<file path="src/design/edbwd_pkg.sv">
// Types and constants of the EUC byte to wide character decoder.
package edbwd_pkg;

  // Accumulator shift per trail byte and cap on character length.
  localparam int          DIGIT_SHIFT    = 7;
  localparam logic [2:0]  MAX_CHAR_BYTES = 3'd4;

  // Byte classes.
  localparam logic [7:0] MIN_TRAIL = 8'ha0;
  localparam logic [7:0] C1_LOW    = 8'h80;
  localparam logic [7:0] C1_HIGH   = 8'h9f;
  localparam logic [7:0] SS2_BYTE  = 8'h8e;
  localparam logic [7:0] SS3_BYTE  = 8'h8f;

  // Result status codes.
  localparam logic [1:0] ST_OK        = 2'd0;
  localparam logic [1:0] ST_BAD_TRAIL = 2'd1;
  localparam logic [1:0] ST_TRUNCATED = 2'd2;

  // Result queue depth: room for the two results of one byte plus one waiting.
  localparam int QUEUE_DEPTH = 3;

  typedef enum logic [1:0] {
    CS_NONE,
    CS_ONE,
    CS_TWO,
    CS_THREE
  } codeset_t;

  typedef enum logic [2:0] {
    REG_SINGLE_BYTE_MODE,
    REG_CS1_LENGTH,
    REG_CS2_LENGTH,
    REG_CS3_LENGTH,
    REG_CS1_BASE,
    REG_CS2_BASE,
    REG_CS3_BASE
  } reg_index_t;

  typedef struct packed {
    logic        single_byte_mode;
    logic [2:0]  codeset1_length;
    logic [2:0]  codeset2_length;
    logic [2:0]  codeset3_length;
    logic [31:0] codeset1_base;
    logic [31:0] codeset2_base;
    logic [31:0] codeset3_base;
  } cfg_t;

  typedef struct packed {
    logic [7:0] data_byte;
    logic       end_of_stream;
  } in_item_t;

  typedef struct packed {
    logic [31:0] wide_char;
    logic [1:0]  status;
    logic [2:0]  bytes_used;
    logic        last;
  } out_item_t;

  // Results produced by one accepted byte, in order.
  typedef struct packed {
    logic [1:0] count;
    out_item_t  first;
    out_item_t  second;
  } push_t;

  // Outcome of decoding a byte as the start of a character.
  typedef struct packed {
    logic       emit;
    out_item_t  item;
    logic       start;
    codeset_t   cs;
    logic [2:0] rem;
    logic [31:0] acc;
  } lead_t;

endpackage

</file>
<file path="src/design/edbwd_cfg.sv">
// Configuration register file with its write decode.
module edbwd_cfg import edbwd_pkg::*; (
  input  logic        clk,
  input  logic        rst_n,
  input  logic        cfg_valid,
  output logic        cfg_ready,
  input  logic [2:0]  cfg_index,
  input  logic [31:0] cfg_data,
  output cfg_t        cfg
);

  cfg_t cfg_r;
  cfg_t cfg_nxt;

  assign cfg_ready = 1'b1;
  assign cfg      = cfg_r;

  // Decode the register index of a write transfer; drop unknown indexes.
  always_comb begin
    cfg_nxt = cfg_r;
    if (cfg_valid) begin
      case (cfg_index)
        REG_SINGLE_BYTE_MODE: cfg_nxt.single_byte_mode = cfg_data[0];
        REG_CS1_LENGTH:       cfg_nxt.codeset1_length  = cfg_data[2:0];
        REG_CS2_LENGTH:       cfg_nxt.codeset2_length  = cfg_data[2:0];
        REG_CS3_LENGTH:       cfg_nxt.codeset3_length  = cfg_data[2:0];
        REG_CS1_BASE:         cfg_nxt.codeset1_base    = cfg_data;
        REG_CS2_BASE:         cfg_nxt.codeset2_base    = cfg_data;
        REG_CS3_BASE:         cfg_nxt.codeset3_base    = cfg_data;
        default:              cfg_nxt = cfg_r;
      endcase
    end
  end

  always_ff @(posedge clk) begin
    if (!rst_n) begin
      cfg_r.single_byte_mode <= 1'b0;
      cfg_r.codeset1_length  <= 3'd2;
      cfg_r.codeset2_length  <= 3'd1;
      cfg_r.codeset3_length  <= 3'd2;
      cfg_r.codeset1_base    <= 32'd0;
      cfg_r.codeset2_base    <= 32'd0;
      cfg_r.codeset3_base    <= 32'd0;
    end else begin
      cfg_r <= cfg_nxt;
    end
  end

endmodule

</file>
<file path="src/design/edbwd_core.sv">
// Character decode state and per-byte decode logic.
module edbwd_core import edbwd_pkg::*; (
  input  logic     clk,
  input  logic     rst_n,
  input  cfg_t     cfg,
  input  logic     in_fire,
  input  in_item_t in_item,
  output push_t    push
);

  logic        busy_r,  busy_nxt;
  logic [2:0]  rem_r,   rem_nxt;
  logic [2:0]  taken_r, taken_nxt;
  codeset_t    cs_r,    cs_nxt;
  logic [31:0] acc_r,   acc_nxt;

  lead_t       ld;
  logic [7:0]  off;
  logic [31:0] acc_sh;
  logic [2:0]  taken_inc;
  logic [2:0]  rem_dec;
  logic [31:0] base_sel;

  function automatic logic [2:0] clamp_len(input logic [2:0] n);
    return (n > MAX_CHAR_BYTES) ? MAX_CHAR_BYTES : n;
  endfunction

  // Decode one byte as the first byte of a character.
  function automatic lead_t lead_decode(input logic [7:0] b, input cfg_t c);
    lead_t      r;
    logic [2:0] len;
    logic [7:0] d;
    r   = '0;
    d   = b - MIN_TRAIL;
    len = 3'd0;
    r.item.status     = ST_OK;
    r.item.bytes_used = 3'd1;
    r.item.wide_char  = {24'd0, b};
    if (b < C1_LOW || c.single_byte_mode) begin
      r.emit = 1'b1;
    end else if (b == SS2_BYTE || b == SS3_BYTE) begin
      len = clamp_len((b == SS2_BYTE) ? c.codeset2_length : c.codeset3_length);
      if (len == 3'd0) begin
        r.emit = 1'b1;
      end else begin
        r.start = 1'b1;
        r.cs    = (b == SS2_BYTE) ? CS_TWO : CS_THREE;
        r.rem   = len;
        r.acc   = 32'd0;
      end
    end else if (b <= C1_HIGH) begin
      r.emit = 1'b1;
    end else begin
      len = clamp_len(c.codeset1_length);
      if (len <= 3'd1) begin
        r.emit           = 1'b1;
        r.item.wide_char = {24'd0, d} + c.codeset1_base;
      end else begin
        r.start = 1'b1;
        r.cs    = CS_ONE;
        r.rem   = len - 3'd1;
        r.acc   = {24'd0, d};
      end
    end
    return r;
  endfunction

  // Trail byte arithmetic.
  assign ld        = lead_decode(in_item.data_byte, cfg);
  assign off       = in_item.data_byte - MIN_TRAIL;
  assign acc_sh    = (acc_r << DIGIT_SHIFT) | {24'd0, off};
  assign taken_inc = taken_r + 3'd1;
  assign rem_dec   = rem_r - 3'd1;

  always_comb begin
    case (cs_r)
      CS_TWO:   base_sel = cfg.codeset2_base;
      CS_THREE: base_sel = cfg.codeset3_base;
      default:  base_sel = cfg.codeset1_base;
    endcase
  end

  // Advance the decode state and form the results of an accepted byte.
  always_comb begin
    busy_nxt  = busy_r;
    rem_nxt   = rem_r;
    taken_nxt = taken_r;
    cs_nxt    = cs_r;
    acc_nxt   = acc_r;
    push      = '0;
    if (in_fire) begin
      if (!busy_r) begin
        if (!in_item.end_of_stream) begin
          if (ld.emit) begin
            push.count = 2'd1;
            push.first = ld.item;
          end
          if (ld.start) begin
            busy_nxt  = 1'b1;
            rem_nxt   = ld.rem;
            taken_nxt = 3'd1;
            cs_nxt    = ld.cs;
            acc_nxt   = ld.acc;
          end
        end
      end else if (in_item.end_of_stream) begin
        // Stream ended inside a character.
        push.count            = 2'd1;
        push.first.wide_char  = 32'd0;
        push.first.status     = ST_TRUNCATED;
        push.first.bytes_used = taken_r;
        busy_nxt  = 1'b0;
        rem_nxt   = 3'd0;
        taken_nxt = 3'd0;
        cs_nxt    = CS_NONE;
      end else if (in_item.data_byte < MIN_TRAIL) begin
        // Bad trail byte: report it, then restart on the same byte.
        push.count            = 2'd1;
        push.first.wide_char  = 32'd0;
        push.first.status     = ST_BAD_TRAIL;
        push.first.bytes_used = taken_r;
        busy_nxt  = 1'b0;
        rem_nxt   = 3'd0;
        taken_nxt = 3'd0;
        cs_nxt    = CS_NONE;
        if (ld.emit) begin
          push.count  = 2'd2;
          push.second = ld.item;
        end
        if (ld.start) begin
          busy_nxt  = 1'b1;
          rem_nxt   = ld.rem;
          taken_nxt = 3'd1;
          cs_nxt    = ld.cs;
          acc_nxt   = ld.acc;
        end
      end else begin
        acc_nxt   = acc_sh;
        taken_nxt = taken_inc;
        rem_nxt   = rem_dec;
        if (rem_dec == 3'd0) begin
          push.count            = 2'd1;
          push.first.wide_char  = acc_sh + base_sel;
          push.first.status     = ST_OK;
          push.first.bytes_used = taken_inc;
          busy_nxt  = 1'b0;
          taken_nxt = 3'd0;
          cs_nxt    = CS_NONE;
        end
      end
      // Mark the final result of this byte.
      if (push.count == 2'd1) begin
        push.first.last = 1'b1;
      end else if (push.count == 2'd2) begin
        push.second.last = 1'b1;
      end
    end
  end

  always_ff @(posedge clk) begin
    if (!rst_n) begin
      busy_r  <= 1'b0;
      rem_r   <= 3'd0;
      taken_r <= 3'd0;
      cs_r    <= CS_NONE;
    end else begin
      busy_r  <= busy_nxt;
      rem_r   <= rem_nxt;
      taken_r <= taken_nxt;
      cs_r    <= cs_nxt;
    end
  end

  always_ff @(posedge clk) begin
    acc_r <= acc_nxt;
  end

endmodule

</file>
<file path="src/design/edbwd_outq.sv">
// Shifting result queue that takes up to two results per cycle while in_ready is high.
module edbwd_outq import edbwd_pkg::*; (
  input  logic      clk,
  input  logic      rst_n,
  input  push_t     push,
  output logic      in_ready,
  output logic      out_valid,
  input  logic      out_ready,
  output out_item_t out_data
);

  out_item_t  q_r   [QUEUE_DEPTH];
  out_item_t  q_nxt [QUEUE_DEPTH];
  out_item_t  q_sh  [QUEUE_DEPTH];
  logic [1:0] count_r, count_nxt;
  logic       pop;
  logic [1:0] base;
  logic [1:0] base_p1;

  assign out_valid = (count_r != 2'd0);
  assign out_data  = q_r[0];
  // Leave room for the two results one byte can cause.
  assign in_ready  = (count_r <= 2'd1);

  assign pop     = out_valid && out_ready;
  assign base    = count_r - {1'b0, pop};
  assign base_p1 = base + 2'd1;

  // Entries one place up, for the shift on a transfer out.
  always_comb begin
    for (int i = 0; i < QUEUE_DEPTH; i++) begin
      q_sh[i] = (i == QUEUE_DEPTH - 1) ? q_r[i] : q_r[(i + 1) % QUEUE_DEPTH];
    end
  end

  // Shift on pop, append new results behind the kept ones.
  always_comb begin
    for (int i = 0; i < QUEUE_DEPTH; i++) begin
      if (2'(i) < base) begin
        q_nxt[i] = pop ? q_sh[i] : q_r[i];
      end else if (push.count != 2'd0 && 2'(i) == base) begin
        q_nxt[i] = push.first;
      end else if (push.count == 2'd2 && 2'(i) == base_p1) begin
        q_nxt[i] = push.second;
      end else begin
        q_nxt[i] = q_r[i];
      end
    end
    count_nxt = base + push.count;
  end

  always_ff @(posedge clk) begin
    if (!rst_n) begin
      count_r <= 2'd0;
    end else begin
      count_r <= count_nxt;
    end
  end

  always_ff @(posedge clk) begin
    q_r <= q_nxt;
  end

endmodule

</file>
<file path="src/design/euc_dense_byte_to_wide_decoder.sv">
// EUC byte stream to dense wide character decoder, top level.
//
// Input channel (in_valid/in_ready/in_data) carries one stream byte or an
// end-of-stream mark per transfer. Result channel (out_valid/out_ready/
// out_data) carries decoded characters and error reports; each byte gives
// zero, one or two results, and the last result of a byte has last set.
// Configuration channel (cfg_valid/cfg_ready/cfg_index/cfg_data) writes
// one register per transfer and is always ready; write it only while idle.
//
// Results are registered in the result queue before they reach out_data.
// Throughput: one byte per cycle while in_ready is high, set by the
// combinational decode feeding a three-entry result queue. A bad trail
// byte that also restarts a character gives two results; in_ready drops.
// When the receiver stalls the queue fills and in_ready falls once fewer
// than two entries are free; held results stay stable on out_data.
// Reset clears the decode state and the queue and loads the register
// defaults: multibyte mode, codeset lengths 2, 1 and 2, all bases zero.
module euc_dense_byte_to_wide_decoder import edbwd_pkg::*; (
  input  logic        clk,
  input  logic        rst_n,
  input  logic        in_valid,
  output logic        in_ready,
  input  in_item_t    in_data,
  output logic        out_valid,
  input  logic        out_ready,
  output out_item_t   out_data,
  input  logic        cfg_valid,
  output logic        cfg_ready,
  input  logic [2:0]  cfg_index,
  input  logic [31:0] cfg_data
);

  cfg_t  cfg;
  push_t push;
  logic  in_fire;

  assign in_fire = in_valid && in_ready;

  edbwd_cfg u_cfg (
    .clk       (clk),
    .rst_n     (rst_n),
    .cfg_valid (cfg_valid),
    .cfg_ready (cfg_ready),
    .cfg_index (cfg_index),
    .cfg_data  (cfg_data),
    .cfg       (cfg)
  );

  edbwd_core u_core (
    .clk     (clk),
    .rst_n   (rst_n),
    .cfg     (cfg),
    .in_fire (in_fire),
    .in_item (in_data),
    .push    (push)
  );

  edbwd_outq u_outq (
    .clk       (clk),
    .rst_n     (rst_n),
    .push      (push),
    .in_ready  (in_ready),
    .out_valid (out_valid),
    .out_ready (out_ready),
    .out_data  (out_data)
  );

endmodule

</file>
<file path="config.mk">
export PLATFORM = sky130hd
export DESIGN_NAME = euc_dense_byte_to_wide_decoder
export DESIGN_NICKNAME = d
export VERILOG_FILES = /design/src/design/edbwd_pkg.sv /design/src/design/edbwd_cfg.sv /design/src/design/edbwd_core.sv /design/src/design/edbwd_outq.sv /design/src/design/euc_dense_byte_to_wide_decoder.sv
export SDC_FILE = /design/constraint.sdc
export NUM_CORES = 1
export LEC_CHECK = 0
export ABC_CLOCK_PERIOD_IN_PS = 10600
export BUFFER_PORTS_ARGS = -buffer_cell sky130_fd_sc_hd__buf_2
export CORE_MARGIN = 1.5
export CORE_UTILIZATION = 52
export CTS_CLUSTER_DIAMETER = 40
export CTS_CLUSTER_SIZE = 20
export DETAILED_ROUTE_END_ITERATION = 7
export HOLD_SLACK_MARGIN = 0.02
export PLACE_DENSITY = 0.7
export SYNTH_ARGS = -nofsm -noshare
export SYNTH_HDL_FRONTEND = slang
export SYNTH_SLANG_ARGS = --single-unit
</file>
<file path="constraint.sdc">
create_clock -name clk -period 10.6 [get_ports clk]
set_clock_uncertainty 0.15 [all_clocks]
set_input_delay 1.06 -clock clk [delete_from_list [all_inputs] [get_ports clk]]
set_output_delay 1.06 -clock clk [all_outputs]
set_load 0.02 [all_outputs]
</file>
=== After elaboration in Yosys (flattened, before gate mapping) ===
Index checks and enable logic that the tools add are counted.

* Output and inout bits: 41
* Memories: 0
* ROM bits: 0
* Latch bits: 0
* Logic and storage cells: 178
* Register bits: 263
* RAM bits: 0

* Equality and inequality tests: 21
* Multipliers: 0
* Bitwise gates (word level): 3
* $lt $le $gt $ge: 10
* Reduce and logical (&&, ||, !) cells: 34
* Div/mod/pow operators: 0
* Add/sub/neg operators: 9
* Shift operators: 0
* Muxes and demuxes: 76

{| class="wikitable"
|+ Operator list
! cell !! count
|-
| $mux 38 || 20
|-
| $mux 32 || 8
|-
| $mux 39 || 5
|-
| $mux 78 || 1
|-
| $pmux 32 s2 || 1
|-
| $mux 3 || 15
|-
| $mux 40 || 1
|-
| $mux 33 || 1
|-
| $add 32x32->32 || 1
|-
| $add 8x32->32 || 1
|-
| $or 32x8->32 || 1
|-
| $reduce_and 2->1 || 11
|-
| $eq 8x8->1 const B || 2
|-
| $lt 8x8->1 const B || 2
|-
| $mux 1 || 16
|-
| $mux 2 || 8
|-
| $eq 3x3->1 const B || 3
|-
| $logic_not 3->1 || 3
|-
| $eq 2x2->1 const B || 4
|-
| $le 8x8->1 const B || 1
|-
| $logic_and 1x1->1 || 8
|-
| $reduce_bool 2->1 || 4
|-
| $sub 8x8->8 const B || 1
|-
| $eq 3x2->1 const B || 2
|-
| 22 further kinds || 33
|}

=== Longest topological paths before layout ===
* Depth after elaboration: 22
* Depth in mapped cells: 14

=== Cells and area by module ===
Synthesis repeated with hierarchy kept, for this count alone.

* Cell total of the unflattened synthesis: 1748
* Area total of the unflattened synthesis: 16017.9 µm²

{| class="wikitable"
|+ Modules (own cells, without submodules)
! module !! area each (µm²) !! instances !! sequential area each (µm²) !! cells each
|-
| edbwd_core || 6053.3 || 1 || 930.9 || 837
|-
| edbwd_outq || 5977.0 || 1 || 3463.3 || 522
|-
| edbwd_cfg || 3981.3 || 1 || 2122.0 || 388
|-
| euc_dense_byte_to_wide_decoder || 6.3 || 1 || 0.0 || 1
|}

=== Least setup slack after synthesis ===
No wires, ideal clock.

* Path kind: in2reg
* Start point: in out_ready
* End point: reg u_outq.q_r[38] in the netlist's numbering (enable)
* Cell stages on the path: 5
* Data arrival time: 4353 ps
* Setup slack: 5611 ps
* Path through: nand2_1 inv_1 ha_1 xnor2_1 o21ai_0

* Word-level cells in the longest chain between the ends: 7

{| class="wikitable"
|+ RTL lines
! item !! line !! source
|-
| start: declaration || euc_dense_byte_to_wide_decoder.sv:25 || <nowiki>input logic out_ready,</nowiki>
|-
| $logic_and 1x1->1 (*) || edbwd_outq.sv:25 || <nowiki>assign pop = out_valid && out_ready;</nowiki>
|-
| $sub 2x1->2 || edbwd_outq.sv:26 || <nowiki>assign base = count_r - {1'b0, pop};</nowiki>
|-
| $add 2x1->2 || edbwd_outq.sv:27 || <nowiki>assign base_p1 = base + 2'd1;</nowiki>
|-
| $eq 1x2->1 || edbwd_outq.sv:43 || <nowiki>end else if (push.count == 2'd2 && 2'(i) == base_p1) begin</nowiki>
|-
| $logic_and 1x1->1 || edbwd_outq.sv:43 ||
|-
| $reduce_bool 3->1 (no line) || n/a ||
|-
| $reduce_and 2->1 (no line) (*) || n/a ||
|-
| end signal: assignment || edbwd_outq.sv:61 || <nowiki>q_r <= q_nxt;</nowiki>
|-
| end: declaration || edbwd_outq.sv:12 || <nowiki>out_item_t q_r [QUEUE_DEPTH];</nowiki>
|}

Mark *: on every way between the ends. The rest lies on a longest branch, timed or not.
A chain may end at the register's enable or synchronous reset.

=== Worst setup path after layout ===
* Start point: in in_valid
* End point: reg u_outq.q_r[35] in the netlist's numbering (enable)

* Word-level cells in the longest chain between the ends: 6

{| class="wikitable"
|+ RTL lines
! item !! line !! source
|-
| start: declaration || euc_dense_byte_to_wide_decoder.sv:21 || <nowiki>input logic in_valid,</nowiki>
|-
| $logic_and 1x1->1 (*) || euc_dense_byte_to_wide_decoder.sv:37 || <nowiki>assign in_fire = in_valid && in_ready;</nowiki>
|-
| $mux 78 (*) || edbwd_core.sv:91 || <nowiki>if (in_fire) begin</nowiki>
|-
| $eq 2x2->1 / $reduce_bool 2->1 (equally long branches) || edbwd_outq.sv:43, edbwd_outq.sv:41 ||
|-
| $logic_and 1x1->1, on equally long branches || edbwd_outq.sv:43, edbwd_outq.sv:41 ||
|-
| $reduce_bool 2->1 (no line) (*) || n/a ||
|-
| $reduce_and 2->1 (no line) (*) || n/a ||
|}

Marked as above.

==> implementation parameters <==
Parameter                              Value

Route
  First-pass DRT Iterations ... 5
  Average via count per standard cell ... 5.75
  Count of antenna-violating nets left after detailed routing ... 0
  Average detailed-routed wire length per instance ... 18.1 µm
  Via Count ... 12.1k
  Routed Wire Length ... 37.9 mm
  Number of remaining DRC errors ... 0
  Detailed Route Iter0 Violations ... 1192

Yosys
  Area of the mapped netlist ... 14900 µm²
  Leading cell type by number of instances after synthesis ... nand2_1
  Share of Yosys cell area claimed by the top area cell type ... 0.280
  Number of warnings printed during yosys synthesis ... 0
  Unique masters post-synth ... 86
  Post-synth top cells ... 375 x nand2_1, 139 x edfxtp_1, 118 x o21ai_0
  Share of async-settable or async-resettable flops after synthesis ... 0
  Syn Inst Count ... 1680
  Cell types with the largest area share after synthesis ... edfxtp_1 28%, dfxtp_1 16%, nand2_1 9.4%
  Number of synthesized flops with an enable pin ... 139
  Part of the Yosys area used for sequential elements ... 0.437
  Library cell with the largest summed area after synthesis ... edfxtp_1
  Post-Synthesis Mean Instance Area ... 8.87 µm²
  Primary FF master, synth ... edfxtp_1
  Nets in the synthesized netlist ... 1783
  Number of flip-flops and latches in the synthesized netlist ... 256

Floorplan
  Placeable core region ... 28000 µm²
  Die height ... 172 µm
  Count of boundary I/O pins ... 90
  Starting Density ... 0.532
  Die Area ... 29700 µm²
  Number of cell rows ... 61
  Horizontal die dimension ... 172 µm

Power
  Maximum vdd drop ... 178 µV
  Total power divided by cell area ... 219 nW/µm²
  Static leakage power ... 0.00614 µW

Timing
  Final Critical Period ... 4.56 ns
  Fin Setup TNS ... 0 ns
  Final clock period utilization by the worst path ... 0.430
  Final-report setup violation count ... 0
  Fin Hold WS ... 0.312 ns
  Max-slew violation count ... 0
  Transition time at the pin with the least slew margin ... 1.18 ns
  Endpoints failing hold ... 0
  Setup repair after global routing missed its margin ... false
  Maximum operating frequency ... 219 MHz
  Relative max-transition margin ... 0.211

GRT
  Initial antenna violation count ... 0
  Pin count of the biggest net entering global routing ... 67
  First-pass GRT wire length ... 60.8 mm
  Vias in the first global route ... 11.2k
  Gr usage total ... 0.262
  Congestion Overflow GR ... 0

Placement
  Post-DP HPWL ... 27.0 mm
  Placer Congestion ... 0.926
  Number of buffers added on ports ... 88

Clock tree
  Max Buffers Root-to-Sink ... 3
  Latest clock arrival within the worst-skew pair ... 0.52 ns
  # resized after CTS ... 0
  Total setup buffers inserted after CTS ... 0
  Clock-pin slew on the worst setup and hold paths ... 0.05 ns
  Total clock buffers created by CTS ... 40
  CTS Root Buffer Type ... clkbuf_16
  TritonCTS clock tree ... done
  Number of H-tree levels ... 2
  TritonCTS sink count ... 256
  Number of buffers inserted for hold repair after clock tree synthesis ... 0

Critical path
  Critical Path RT ... 10.63 ns
  Critical-path maximum fanout ... 33
  Critical path data arrival time ... 4.59 ns
  Startpoint Class ... input port
  Setup crit end kind ... flop
  Category of the most critical setup path ... input port to flop

Status
  Status ... completed

Min path
  Class of the tightest hold or removal check ... flop to flop

Final layout
  Final net count ... 1795
  Layout filler cell count ... 2545
  Ratio of cells with drive above 1 in the final layout ... 0.124
  Antenna diode count ... 0
  Area growth from synthesis to layout ... 11.8%

Flow run
  Max-cap violation count ... 0
==> kinds of logic after synthesis <==
| family | count (synthesis) | share of synthesized area |
|---|---|---|
| and+or+nand+nor | 634 | 0.186 |
| buffers and inverters | 164 | 0.0542 |
| xor gates and xnor gates | 55 | 0.0323 |
| other | 1 | 0.000252 |
| muxes | 54 | 0.0369 |
| DFF | 256 | 0.437 |
| AOI/OAI and AO/OA | 462 | 0.207 |
| adders and majority gates | 54 | 0.0464 |
==> registers in the layout, summed over array words and instances (netlist names) <==
name	flops
u_core.cs_r	2
u_outq.count_r	2
u_outq.q_r	76
u_core.acc_r	25
u_outq.out_data	38
u_core.busy_r	1
u_core.rem_r	3
u_cfg.cfg	106
u_core.taken_r	3
==> metrics by stage <==
stage	setup slack, ns	power, µW	instances	cell area, µm²	utilization
after global placement	5.65	2320	2028	15300	0.546
final	6.04	3650	2100	16700	0.594
after floorplan	5.61	2170	1680	14900	-
after CTS	6.03	3670	2100	16700	0.594
after global routing	5.70	3840	2100	16700	0.594
after detailed placement	5.51	2340	2028	15300	0.546
==> per-layer routing <==
| layer | up-vias | part of all wire | global-route usage |
|---|---|---|---|
| li1 | 5947 | - | - |
| met1 | 5682 | 0.48 | 0.391 |
| met2 | 396 | 0.44 | 0.394 |
| met3 | 50 | 0.068 | 0.0430 |
| met4 | 0 | 0.019 | 0.0662 |
| met5 | - | 0 | 0 |
==> final timing paths <==
kind	startpoint	endpoint	slack, ns	depth (start not counted)
setup reg to reg	u_core.cs_r[1]$_SDFFE_PN0P_	u_outq.out_data[37]$_DFFE_PP_	6.19	10
setup / recovery	in_valid	u_outq.q_r[35]$_DFFE_PP_	6.04	10
hold / removal	u_cfg.cfg[2]$_SDFFE_PN0P_	u_cfg.cfg[2]$_SDFFE_PN0P_	0.31	2
hold reg to reg	u_cfg.cfg[2]$_SDFFE_PN0P_	u_cfg.cfg[2]$_SDFFE_PN0P_	0.31	2
==> worst max-delay path, cell delays in order <==
cell and delay [ns]:
buf_2 0.09, nor2b_2 0.21, nand2_1 0.40, inv_2 0.71, o211ai_1 0.21, o211a_4 0.30, nand2_2 0.11, nand3_2 0.45
nand2_1 0.57, buf_4 0.44
==> where the power goes <==
part | leakage [µW] | total [µW] | internal [µW] | switching [µW]
clock network | 0.000676 | 1330 | 854 | 479
logic | 0.00318 | 938 | 278 | 660
registers | 0.00228 | 1380 | 1330 | 49.8
==> area by class of cell <==
class	instances	area, µm²	share of cell area
Clock inverter	20	249	0.0150
Sequential cell	256	6520	0.391
Timing Repair Buffer	99	523	0.0314
Tap cell	378	473	0.0284
Clock buffer	52	1120	0.0672
Multi-Input combinational cell	1260	7640	0.459
Inverter	35	131	0.00789
==> placed cells by master (no fill, tap or decap), drive strengths merged, types with 16 or more instances in the layout <==
cell      n
mux2i    47
ha       52
xor2     28
a22oi    18
nand2   376
dfxtp   117
a21boi   99
a21o     17
nor3     24
buf      99
a21oi    82
xnor2    27
o21ai   131
inv      44
edfxtp  139
nor2b    18
nor2    116
clkbuf   52
nand3    16
(Power assumes the default switching activity.)
